`src/hdl/vsn_pkg.sv`:
```
`timescale 1ns / 1ps

package vsn_pkg;

  // Fixed field widths
  localparam int COORD_W = 24;
  localparam int INDEX_W = 8;
  localparam int DATA_W  = 16;
  localparam int PERM_W  = 8;
  localparam int FUNC_W  = 2;

  // Item function codes; the fourth code is ignored
  typedef enum logic [FUNC_W-1:0] {
    FUNC_SAMPLE = 2'd0,
    FUNC_PERM   = 2'd1,
    FUNC_VALUE  = 2'd2
  } func_t;

  typedef enum logic [1:0] {
    AXIS_X,
    AXIS_Y,
    AXIS_Z
  } axis_t;

  // Hash offset added to a permutation read pair
  typedef enum logic [2:0] {
    HSEL_ZERO,
    HSEL_Z0,
    HSEL_Z1,
    HSEL_Y00,
    HSEL_Y10,
    HSEL_Y01,
    HSEL_Y11
  } hsel_t;

  // Operand source of the blend unit
  typedef enum logic [1:0] {
    LSRC_LAT,
    LSRC_X01,
    LSRC_X23,
    LSRC_Y01
  } lsrc_t;

  typedef struct packed {
    logic       clear_we;
    logic       perm_we;
    logic       lat_we;
    logic       cap_coord;
    axis_t      pair_base;
    hsel_t      pair_hsel;
    logic       hreg_we;
    logic [1:0] hreg_pair;
    logic       lerp_go;
    lsrc_t      lerp_src;
    axis_t      lerp_axis;
    logic       br_we;
    logic [2:0] br_idx;
    logic       out_load;
  } vsn_cmd_t;

  typedef struct packed {
    logic clear_last;
  } vsn_stat_t;

endpackage

```
`src/hdl/vsn_ctrl.sv`:
```
`timescale 1ns / 1ps

module vsn_ctrl
  import vsn_pkg::*;
(
  input  logic                clk,
  input  logic                rst,
  input  logic                in_valid,
  output logic                in_ready,
  input  logic [FUNC_W-1:0]   func,
  input  logic                out_ready,
  output logic                out_valid,
  input  vsn_stat_t           stat,
  output vsn_cmd_t            cmd
);

  typedef enum logic [1:0] {
    ST_CLEAR,
    ST_IDLE,
    ST_RUN
  } state_t;

  // Sequencer positions of one sample
  localparam logic [4:0] STEP_HASH_Z  = 5'd0;
  localparam logic [4:0] STEP_WAIT_Z  = 5'd1;
  localparam logic [4:0] STEP_HASH_Y0 = 5'd2;
  localparam logic [4:0] STEP_HASH_Y1 = 5'd3;
  localparam logic [4:0] STEP_HASH_X0 = 5'd4;
  localparam logic [4:0] STEP_HASH_X1 = 5'd5;
  localparam logic [4:0] STEP_HASH_X2 = 5'd6;
  localparam logic [4:0] STEP_HASH_X3 = 5'd7;
  localparam logic [4:0] STEP_LERP_X2 = 5'd8;
  localparam logic [4:0] STEP_LERP_X3 = 5'd9;
  localparam logic [4:0] STEP_LERP_Y0 = 5'd10;
  localparam logic [4:0] STEP_CAP_X3  = 5'd11;
  localparam logic [4:0] STEP_LERP_Y1 = 5'd12;
  localparam logic [4:0] STEP_GAP_A   = 5'd13;
  localparam logic [4:0] STEP_CAP_Y1  = 5'd14;
  localparam logic [4:0] STEP_LERP_Z  = 5'd15;
  localparam logic [4:0] STEP_GAP_B   = 5'd16;
  localparam logic [4:0] STEP_DONE    = 5'd17;

  state_t     state, state_next;
  logic [4:0] step, step_next;
  logic       out_valid_next;
  logic       accept;

  assign in_ready = (state == ST_IDLE);
  assign accept   = in_valid && in_ready;

  // Decode state and step into datapath commands
  always_comb begin
    cmd            = '0;
    state_next     = state;
    step_next      = step;
    case (state)
      ST_CLEAR: begin
        cmd.clear_we = 1'b1;
        if (stat.clear_last) begin
          state_next = ST_IDLE;
        end
      end
      ST_IDLE: begin
        if (accept) begin
          case (func)
            FUNC_SAMPLE: begin
              cmd.cap_coord = 1'b1;
              state_next    = ST_RUN;
              step_next     = STEP_HASH_Z;
            end
            FUNC_PERM:  cmd.perm_we = 1'b1;
            FUNC_VALUE: cmd.lat_we  = 1'b1;
            default: ;
          endcase
        end
      end
      ST_RUN: begin
        step_next = step + 5'd1;
        case (step)
          STEP_HASH_Z: begin
            cmd.pair_base = AXIS_Z;
            cmd.pair_hsel = HSEL_ZERO;
          end
          STEP_WAIT_Z: begin
            cmd.hreg_we   = 1'b1;
            cmd.hreg_pair = 2'd0;
          end
          STEP_HASH_Y0: begin
            cmd.pair_base = AXIS_Y;
            cmd.pair_hsel = HSEL_Z0;
          end
          STEP_HASH_Y1: begin
            cmd.pair_base = AXIS_Y;
            cmd.pair_hsel = HSEL_Z1;
            cmd.hreg_we   = 1'b1;
            cmd.hreg_pair = 2'd1;
          end
          STEP_HASH_X0: begin
            cmd.pair_base = AXIS_X;
            cmd.pair_hsel = HSEL_Y00;
            cmd.hreg_we   = 1'b1;
            cmd.hreg_pair = 2'd2;
          end
          STEP_HASH_X1: begin
            cmd.pair_base = AXIS_X;
            cmd.pair_hsel = HSEL_Y10;
          end
          STEP_HASH_X2: begin
            cmd.pair_base = AXIS_X;
            cmd.pair_hsel = HSEL_Y01;
            cmd.lerp_go   = 1'b1;
            cmd.lerp_src  = LSRC_LAT;
            cmd.lerp_axis = AXIS_X;
          end
          STEP_HASH_X3: begin
            cmd.pair_base = AXIS_X;
            cmd.pair_hsel = HSEL_Y11;
            cmd.lerp_go   = 1'b1;
            cmd.lerp_src  = LSRC_LAT;
            cmd.lerp_axis = AXIS_X;
          end
          STEP_LERP_X2: begin
            cmd.lerp_go   = 1'b1;
            cmd.lerp_src  = LSRC_LAT;
            cmd.lerp_axis = AXIS_X;
            cmd.br_we     = 1'b1;
            cmd.br_idx    = 3'd0;
          end
          STEP_LERP_X3: begin
            cmd.lerp_go   = 1'b1;
            cmd.lerp_src  = LSRC_LAT;
            cmd.lerp_axis = AXIS_X;
            cmd.br_we     = 1'b1;
            cmd.br_idx    = 3'd1;
          end
          STEP_LERP_Y0: begin
            cmd.lerp_go   = 1'b1;
            cmd.lerp_src  = LSRC_X01;
            cmd.lerp_axis = AXIS_Y;
            cmd.br_we     = 1'b1;
            cmd.br_idx    = 3'd2;
          end
          STEP_CAP_X3: begin
            cmd.br_we  = 1'b1;
            cmd.br_idx = 3'd3;
          end
          STEP_LERP_Y1: begin
            cmd.lerp_go   = 1'b1;
            cmd.lerp_src  = LSRC_X23;
            cmd.lerp_axis = AXIS_Y;
            cmd.br_we     = 1'b1;
            cmd.br_idx    = 3'd4;
          end
          STEP_GAP_A: ;
          STEP_CAP_Y1: begin
            cmd.br_we  = 1'b1;
            cmd.br_idx = 3'd5;
          end
          STEP_LERP_Z: begin
            cmd.lerp_go   = 1'b1;
            cmd.lerp_src  = LSRC_Y01;
            cmd.lerp_axis = AXIS_Z;
          end
          STEP_GAP_B: ;
          STEP_DONE: begin
            // Hold here until the output register is free
            if (!out_valid || out_ready) begin
              cmd.out_load = 1'b1;
              state_next   = ST_IDLE;
            end else begin
              step_next = step;
            end
          end
          default: state_next = ST_IDLE;
        endcase
      end
      default: state_next = ST_CLEAR;
    endcase
  end

  // Track the output register's valid flag
  always_comb begin
    if (cmd.out_load) begin
      out_valid_next = 1'b1;
    end else if (out_ready) begin
      out_valid_next = 1'b0;
    end else begin
      out_valid_next = out_valid;
    end
  end

  always_ff @(posedge clk) begin
    if (rst) begin
      state     <= ST_CLEAR;
      step      <= STEP_HASH_Z;
      out_valid <= 1'b0;
    end else begin
      state     <= state_next;
      step      <= step_next;
      out_valid <= out_valid_next;
    end
  end

endmodule

```
`config.mk`:
```
export PLATFORM = sky130hd
export DESIGN_NAME = vsn_ctrl
export DESIGN_NICKNAME = d
export VERILOG_FILES = /design/src/hdl/vsn_pkg.sv /design/src/hdl/vsn_ctrl.sv
export SDC_FILE = /design/constraint.sdc
export NUM_CORES = 1
export LEC_CHECK = 0
export BUFFER_PORTS_ARGS = -buffer_cell sky130_fd_sc_hd__buf_2
export CAP_MARGIN = 20
export CELL_PAD_IN_SITES_DETAIL_PLACEMENT = 0
export CELL_PAD_IN_SITES_GLOBAL_PLACEMENT = 1
export CORE_MARGIN = 3
export CORE_UTILIZATION = 37
export CTS_BUF_LIST = sky130_fd_sc_hd__clkbuf_8 sky130_fd_sc_hd__clkbuf_16
export DETAILED_ROUTE_END_ITERATION = 8
export HOLD_SLACK_MARGIN = 0.08
export MAX_ROUTING_LAYER = met4
export PLACE_DENSITY = 0.89
export REMOVE_ABC_BUFFERS = 1
export SKIP_CTS_REPAIR_TIMING = 1
export SYNTH_ARGS = -nofsm -noshare
export SYNTH_HDL_FRONTEND = slang
export SYNTH_SLANG_ARGS = --single-unit
```
`constraint.sdc`:
```
create_clock -name clk -period 3.8 [get_ports clk]
set_input_delay 0.76 -clock clk [delete_from_list [all_inputs] [get_ports clk]]
set_output_delay 0.76 -clock clk [all_outputs]
set_load 0.005 [all_outputs]
```
# Word level (Yosys, flattened, before mapping)
# Index checks and enable logic that the tools add are counted.
word_totals:
  inputBits: 7
  register_bits: 8
classes:
  n_eq_ne: 26
  reduce_logical: 12
  mux: 26
  addsub: 1
op_table:
  columns: ["op", "count"]
  rows:
  - ["equality test 5 x 4 -> 1 bit, second input constant", 8]
  - ["case mux 5 bit (7 select lines)", 1]
  - ["case mux 4 bit (6 select lines)", 1]
  - ["equality test 5 x 3 -> 1 bit, second input constant", 4]
  - ["two-way mux 5 bit", 4]
  - ["case mux 5 bit (4 select lines)", 1]
  - ["two-way mux 18 bit", 1]
  - ["OR reduction 17 bit", 1]
  - ["equality test 5 x 2 -> 1 bit, second input constant", 2]
  - ["equality test 5 bit, second input constant", 2]
  - ["case mux 5 bit (2 select lines)", 1]
  - ["case mux 3 bit (3 select lines)", 1]
  - ["two-way mux 1 bit", 8]
  - ["two-way mux 2 bit", 4]
  - ["two-way mux 3 bit", 2]
  - ["case mux 2 bit (3 select lines)", 1]
  - ["adder 5 x 1 -> 5 bit, second input constant", 1]
  - ["equality test 5 x 1 -> 1 bit, second input constant", 1]
  - ["logical NOT 5 bit", 1]
  - ["AND reduction 5 bit", 1]
  - ["equality test 2 x 1 -> 1 bit, second input constant", 2]
  - ["equality test 2 bit, second input constant", 2]
  - ["logical NOT 2 bit", 2]
  - ["!= test 2 x 1 -> 1 bit, second input constant", 2]
  - ["9 further kinds", 11]

# Depth between registers and ports, before layout
# Gate-level depths: netlist of the first run.
logic_depth:
  depth_word: 6
  ltp_mapped: 8
  mapped_depth_nobuf: 7

# Worst setup path before layout of the first run
# OpenSTA, ideal clock, no wires.
synth_timing:
  kind: "register to output"
  from: "reg step[0]"
  to: "out cmd[9] (netlist bit)"
  t_arrival_ns: 1.666
  required_ns: 3.040
  path_stages_with_launch: 9
  setup_slack_ns: 1.374
  path_buffers: 1
  cell_sequence: "dfxtp_1 > ha_1 > buf_2 > and3_1 > ha_1 > or2_0 > o22ai_1 > a21boi_0 > nor2_1"
synth_lines:
  columns: ["element", "line_no", "source"]
  rows:
  - ["start, declared", "vsn_ctrl.sv:44", "logic [4:0] step, step_next;"]
  - ["start signal, assigned", "vsn_ctrl.sv:199", "step <= step_next;"]
  - ["end, declared", "vsn_ctrl.sv:14", "output vsn_cmd_t cmd"]

==> reports/results.ini, run 1 <==
[worst_setup_path]
worstSetupStartpoint=step[0]
timing.critical_path.arrival_ns=2.18
type_of_origin_of_the_critical_path=flop
cp.required_ns=3.04
timing.reg2reg.setup_slack_ns=1.75
timing.critical_path.to_type=output pin
timing.setup.critical_path_class=flop to output pin
worst_r2r_startpoint=step[0]
critical_path.max_fanout=10

[finish]
drive_above_1_share_pct=31.39
n_antenna_cell=0
multi_input_comb_area_um2=639.4
nets=151
syn_to_final_growth_pct=18.70
final_util_pct=46.95
final_design_area_no_fill_mm2=0.001049
final-instance-count-excl-fill=165
final-seq-area_um2=160.2
num-fill-cells=242

[place]
detailed_place.area_mm2=0.001007
finalWeightedCongestion=0.8996
detailedPlacementHpwl_um=1697
dpl.cell_count=162
port_buffer_cells=30

[global_route]
grt_use_total_pct=16.50
grt_pass1_vias=795
grt_antenna_before_repair=0
overflow=0
global_route_wire_length_before_repair_um=3581
grt_start_max_net_pins=20

[floorplan]
placement_rows=17
floorplan.die_area_mm2=0.003010
dieHeight_um=54.86
coreArea_mm2=0.002233
chipWidth_um=54.86
boundaryPins=31
initial_core_utilization_pct=39.55

[logic_synthesis]
post_synthesis_share_of_cell_area_spent_on_and_or_nand_and_nor_gates_pct=36.97
ys_async_sr_fraction_pct=0
synthesis.instances=115
synth_compound_gate_area_share_pct=21.81
synth_enable_flop_cells=0
largest_family_of_logic_cells_by_synthesized_area=simple AND/OR/NAND/NOR gates
synthFlopType=dfxtp_1
post_synth_mux_area_share_pct=3.541
synth_area_per_cell_um2=7.681
synthXorXnorAreaFrac_pct=2.975
synth_area_um2=883.3
synth_seq_area_share_pct=18.13
synth.lib_cells_used.distinct=43
yosys_register_bits=8
yosysWarningCount=0
adder_and_majority_gate_portion_of_the_synthesized_area_pct=7.082

[routing]
drc=0
route.detailed.vias_per_inst=5.309
vias=876
post_drt_wl_per_cell_um=12.93
route.antenna.remaining_nets=0
routed_wirelength_um=2134
drt_first_pass_iters=4
detailedRoute.firstIterationViolations=22

[sta]
fin_worst_skew_ns=0.001832
max_freq_mhz=340.3
timing.final.max_slew_violations=0
grt_setup_unrepaired=no
timing.setup.tns_ns=0
setup_viol=0
tightest_slew_ns=0.6408
worst_hold_slack_ns=0.5194
period_needed_ns=2.938
final_hold_viol_count=0
final.period_utilization_pct=77.33
slew-limit-headroom_pct=57.19

[clock_tree]
cts.path.max_buffers=2
clock_sinks=8
htree_num_levels=1
cts_buffers=3
root_buffer=clkbuf_8
clk_transition_reported_paths_ns=0.04
cts_tree=done
worstSkewPairLatency_ns=0.23

[power]
pwr_density_cell_mw_per_mm2=200.6
leakage_uw=0.0005314
peakVddDrop_mv=0.1464

[run]
max_cap_viol_count=0

[worst_hold_path]
hold_path_startpoint=step[0]
worstHoldPathType=flop to flop

[run_status]
status=finished, final reports clean

==> worst max-delay path: stages (launching register included) <==
cell      delay, ns
dfxtp_1        0.34
ha_1           0.33
and3_1         0.23
ha_1           0.22
or2_0          0.21
o22ai_1        0.20
a21boi_0       0.23
nor2_1         0.05
buf_2          0.14
==> metrics by stage <==
stage / total power, uW / setup WS, ns
6_report: 210.3 / 0.8616
5_1_grt: 221.9 / 0.6999
4_1_cts: 214.8 / 0.8562
3_5_place_dp: 111.5 / 1.118
3_3_place_gp: 111.1 / 1.183
2_1_floorplan: 101.6 / 1.400
==> cells in the mapped netlist (2+ instances only) <==
master	count	area share, %
mux2i_1	2	2.3
a21oi_1	7	4.0
and2_1	2	1.4
nor3b_1	3	2.5
xor2_1	3	3.0
and3_1	4	2.8
ha_1	5	7.1
dfxtp_1	8	18
a31oi_1	2	1.4
nor2_1	13	5.5
inv_1	6	2.5
buf_2	7	4.0
nor4_1	3	2.1
nor2b_1	6	4.2
nor3_1	2	1.1
clkbuf_1	2	0.85
nand3_1	7	4.0
nand2b_1	5	3.5
nand2_1	4	1.7
==> registers in the layout (all words and copies together) (netlist names) <==
register	count
step	5
state	2
out_valid	1
==> cell type report <==
type / instances / area share, %
sequential: 8 / 15.27
timing repair buffer: 30 / 14.32
multi-input combinational: 90 / 60.98
inverter: 6 / 2.148
clock buffer: 3 / 3.938
tap: 28 / 3.341
==> placed cells by master (no fill, tap or decap), types with 2 or more instances in the layout <==
| cell type | Yosys | final |
|---|---|---|
| buf_2 | 7 | 30 |
| nor2_1 | 13 | 13 |
| dfxtp_1 | 8 | 8 |
| nand3_1 | 7 | 7 |
| a21oi_1 | 7 | 7 |
| nor2b_1 | 6 | 6 |
| inv_1 | 6 | 6 |
| nand2b_1 | 5 | 5 |
| ha_1 | 5 | 5 |
| and3_1 | 4 | 4 |
| nand2_1 | 4 | 4 |
| nor4_1 | 3 | 3 |
| xor2_1 | 3 | 3 |
| nor3b_1 | 3 | 3 |
| clkbuf_8 | 0 | 3 |
| nor3_1 | 2 | 2 |
| a31oi_1 | 2 | 2 |
| and2_1 | 2 | 2 |
| mux2i_1 | 2 | 2 |
==> power by group <==
part | internal [uW] | total (uW) | switching (uW)
sequential | 85.8 | 87.4 | 1.65
combinational | 10.9 | 22.5 | 11.6
clock | 68.5 | 100 | 31.9
total | 165 | 210 | 45.2
==> worst paths after layout <==
kind,cells past startpoint,to
worst max-delay path,8,cmd[9]
worst min register to register,2,step[0]
worst min-delay path,2,step[0]
worst max register to register,7,state[1]
==> layer usage <==
metal / share of wire (%) / GRT usage (%) / up-vias
met2: 43 / 25.00 / 41
met4: 0.47 / 2.490 / 0
met1: 47 / 22.85 / 384
met5: 0 / - / -
li1: - / - / 449
met3: 9.1 / 3.270 / 2
==> kinds of logic after synthesis <==
| kind of cell | Yosys count |
|---|---|
| simple gates | 56 |
| buf+inv | 17 |
| compound gates | 23 |
| flops | 8 |
| mux | 3 |
| fa+ha+maj | 5 |
| xor+xnor | 3 |
No activity file was read; power rests on OpenSTA's default activity.
==> run 2: changes to the inputs <==
--- a/config.mk
+++ b/config.mk
@@ -5,17 +5,18 @@
 export SDC_FILE = /design/constraint.sdc
 export NUM_CORES = 1
 export LEC_CHECK = 0
+export ABC_AREA = 1
 export BUFFER_PORTS_ARGS = -buffer_cell sky130_fd_sc_hd__buf_2
 export CAP_MARGIN = 20
 export CELL_PAD_IN_SITES_DETAIL_PLACEMENT = 0
 export CELL_PAD_IN_SITES_GLOBAL_PLACEMENT = 1
 export CORE_MARGIN = 3
-export CORE_UTILIZATION = 37
+export CORE_UTILIZATION = 32
 export CTS_BUF_LIST = sky130_fd_sc_hd__clkbuf_8 sky130_fd_sc_hd__clkbuf_16
 export DETAILED_ROUTE_END_ITERATION = 8
 export HOLD_SLACK_MARGIN = 0.08
 export MAX_ROUTING_LAYER = met4
-export PLACE_DENSITY = 0.89
+export PLACE_DENSITY = 0.85
 export REMOVE_ABC_BUFFERS = 1
 export SKIP_CTS_REPAIR_TIMING = 1
 export SYNTH_ARGS = -nofsm -noshare
==> constraint.sdc (replaced) <==
create_clock -name clk -period 2.8 [get_ports clk]
set_input_delay 0.56 -clock clk [delete_from_list [all_inputs] [get_ports clk]]
set_output_delay 0.56 -clock clk [all_outputs]
set_load 0.005 [all_outputs]
==> run 2 against run 1 <==
Die area up 8.5%. Critical endpoint unchanged. Largest power group unchanged. Worst hold slack gained 0.029 ns. Clock power up 39%. Worst setup slack worse by 0.24 ns. Cell count rose by 21%. Power is 67% higher. Sequential power up 50%. First-iteration DRC count fell by 18%. Via count up 14%. Core utilization fell by 2.3 points. Area after synthesis shrank 5.2%.
==> reports/results.ini, run 2 <==
[run]
max_cap_viol_count=0  ; unchanged

[global_route]
grt_pass1_vias=903  ; +14%
grt_use_total_pct=14.92  ; -1.6 points
grt_antenna_before_repair=0  ; unchanged
grt_start_max_net_pins=17  ; -15%
global_route_wire_length_before_repair_um=3857  ; +7.7%
overflow=0  ; unchanged

[logic_synthesis]
synth.lib_cells_used.distinct=23  ; -47%
synthesis.instances=141  ; +23%
synth_largest_area_cell=dfxtp_1
yosys_register_bits=8  ; unchanged
yosysWarningCount=0  ; unchanged
yosys-top-cells-count=33 x nand2_1, 22 x nor2_1, 17 x inv_1
netlist_top_cells_area=dfxtp_1 19%, nand2_1 15%, nor2_1 9.9%
ys_async_sr_fraction_pct=0  ; unchanged
synth_largest_type_area_fraction_pct=19.13  ; +1.0 points
synth_seq_area_share_pct=19.13  ; +1.0 points
synth_area_per_cell_um2=5.937  ; -23%
synth_enable_flop_cells=0  ; unchanged
synthFlopType=dfxtp_1
synth_area_um2=837.1  ; -5.2%
leading_cell_type_by_number_of_instances_after_synthesis=nand2_1

[clock_tree]
cts.path.max_buffers=2  ; unchanged
worstSkewPairLatency_ns=0.23  ; about the same
clk_transition_reported_paths_ns=0.04  ; about the same
cts_tree=done
clock_sinks=8  ; unchanged
cts_buffers=3  ; unchanged
htree_num_levels=1  ; unchanged
root_buffer=clkbuf_8

[sta]
tightest_slew_ns=0.3166  ; -0.3241 ns
slew-limit-headroom_pct=78.86  ; +22 points
setup_viol=0  ; unchanged
final_hold_viol_count=0  ; unchanged
timing.final.max_slew_violations=0  ; unchanged
grt_setup_unrepaired=no
fin_worst_skew_ns=0.001900  ; +0.00006847 ns
final.period_utilization_pct=77.85
timing.setup.tns_ns=0  ; unchanged
period_needed_ns=2.180
max_freq_mhz=458.8

[finish]
n_antenna_cell=0  ; unchanged
final-instance-count-excl-fill=199  ; +21%
final-seq-area_um2=160.2  ; unchanged
final_common_cell=nand2_1
drive_above_1_share_pct=30.41  ; -0.98 points
nets=185  ; +23%
layout.cells.most_common_list=33 x nand2_1, 30 x buf_2, 22 x nor2_1, 17 x inv_1, 11 x a21oi_1
largest_registers=step x5, state x2, out_valid x1
num-fill-cells=264  ; +9.1%
largest_register_ff_count=5  ; unchanged
syn_to_final_growth_pct=24.81
multi_input_comb_area_um2=571.8  ; -11%
top_register=step

[place]
port_buffer_cells=30  ; unchanged
finalWeightedCongestion=0.9113  ; +1.3%
detailedPlacementHpwl_um=1845  ; +8.8%
dpl.cell_count=196  ; +21%

[run_status]
status=finished, final reports clean

[floorplan]
floorplan.die_area_mm2=0.003266  ; +8.5%
chipWidth_um=57.15  ; +4.2%
coreArea_mm2=0.002340  ; +4.8%
placement_rows=17  ; unchanged
initial_core_utilization_pct=35.78  ; -3.8 points
boundaryPins=31  ; unchanged
dieHeight_um=57.15  ; +4.2%

[routing]
vias=1003  ; +14%
post_drt_wl_per_cell_um=11.32  ; -12%
route.detailed.vias_per_inst=5.040  ; -5.1%
drt_first_pass_iters=4  ; unchanged
route.antenna.remaining_nets=0  ; unchanged
routed_wirelength_um=2253  ; +5.6%
detailedRoute.firstIterationViolations=18  ; -18%
drc=0  ; unchanged

[worst_setup_path]
worstRegToRegCells=11  ; +4
cp.required_ns=2.24  ; -0.80 ns
worstSetupStartpoint=step[0]
timing.critical_path.arrival_ns=1.62  ; -0.56 ns
critical_path.max_fanout=4  ; -6
type_of_origin_of_the_critical_path=flop
worstSetupEndpoint=cmd[9]
crit-reg2reg-capture=state[0]
worst_r2r_startpoint=step[0]
timing.setup.critical_path_class=flop to output pin
timing.critical_path.to_type=output pin
timing.reg2reg.setup_slack_ns=1.09  ; -0.66 ns

[worst_hold_path]
worstHoldPathType=primary input to flop

[power]
pwr_density_cell_mw_per_mm2=336.3  ; +68%
leakage_uw=0.0005366  ; +0.97%
peakVddDrop_mv=0.4071  ; +180%
total_design_power_uw=351.3  ; +67%

## run 2: changes by cell type after synthesis, sizes merged, moves of 7 or more
cell and change:
nor2 +15, nand2 +29, o21ai +7, inv +17
## run 2: layer usage
| metal | global-route usage (%) | wire, um | vias to the layer above |
|---|---|---|---|
| met5 | - | 0 | - |
| met1 | 18.76 | 1005 | 461 |
| li1 | - | - | 515 |
| met3 | 4.525 | 121 | 4 |
| met4 | 2.980 | 15 | 0 |
| met2 | 23.65 | 1110 | 23 |
## run 2: where the power goes
group | switching, uW | leakage, uW | internal, uW | total, uW
sequential | 10.5 | 0.0000649 | 121 | 131
combinational | 50.5 | 0.000450 | 30.6 | 81.1
clock | 45.7 | 0.0000216 | 93.2 | 139
total | 107 | 0.000537 | 245 | 351
## run 2: layout make-up
cell class	instances	area share (%)
Multi-Input combinational cell	107	54.73
Sequential cell	8	15.33
Timing Repair Buffer	30	14.37
Inverter	23	8.263
Clock buffer	3	3.952
Tap cell	28	3.353
## run 2: cell families after synthesis
logic type | synth area share (%)
fa+ha+maj | 7.474
compound gates | 15.55
buf+inv | 12.55
simple gates | 45.29
flops | 19.13
## run 2: metrics by stage
stage | hold slack (ns) | utilization, % | area [um^2] | worst slack, ns
floorplan | 0.5194 | - | 818.3 | 1.086
global placement | 0.5436 | 42.89 | 1003 | 0.9418
detailed placement | 0.5502 | 42.89 | 1003 | 0.8621
CTS | 0.5468 | 44.65 | 1045 | 0.6147
global route | 0.5499 | 44.65 | 1045 | 0.4850
finish | 0.5487 | 44.65 | 1045 | 0.6203
## run 2: worst min path at each step
| stage | start | to | slack, ns | depth (start not counted) |
|---|---|---|---|---|
| 3_3_place_gp | state[0] | state[0] | 0.54 | 2 |
| 4_1_cts | rst | out_valid | 0.55 | 2 |
| 5_1_grt | rst | out_valid | 0.55 | 2 |
| 2_1_floorplan | state[0] | state[0] | 0.52 | 2 |
| 3_5_place_dp | state[0] | state[0] | 0.55 | 2 |
| 6_report | rst | out_valid | 0.55 | 2 |
## run 2: critical path, cell delays in order, from the launching register on
cell and delay, ns:
dfxtp_1 0.33, inv_1 0.12, ha_1 0.19, inv_1 0.04
nor2_1 0.20, nand2_1 0.13, a41oi_1 0.22, buf_2 0.14
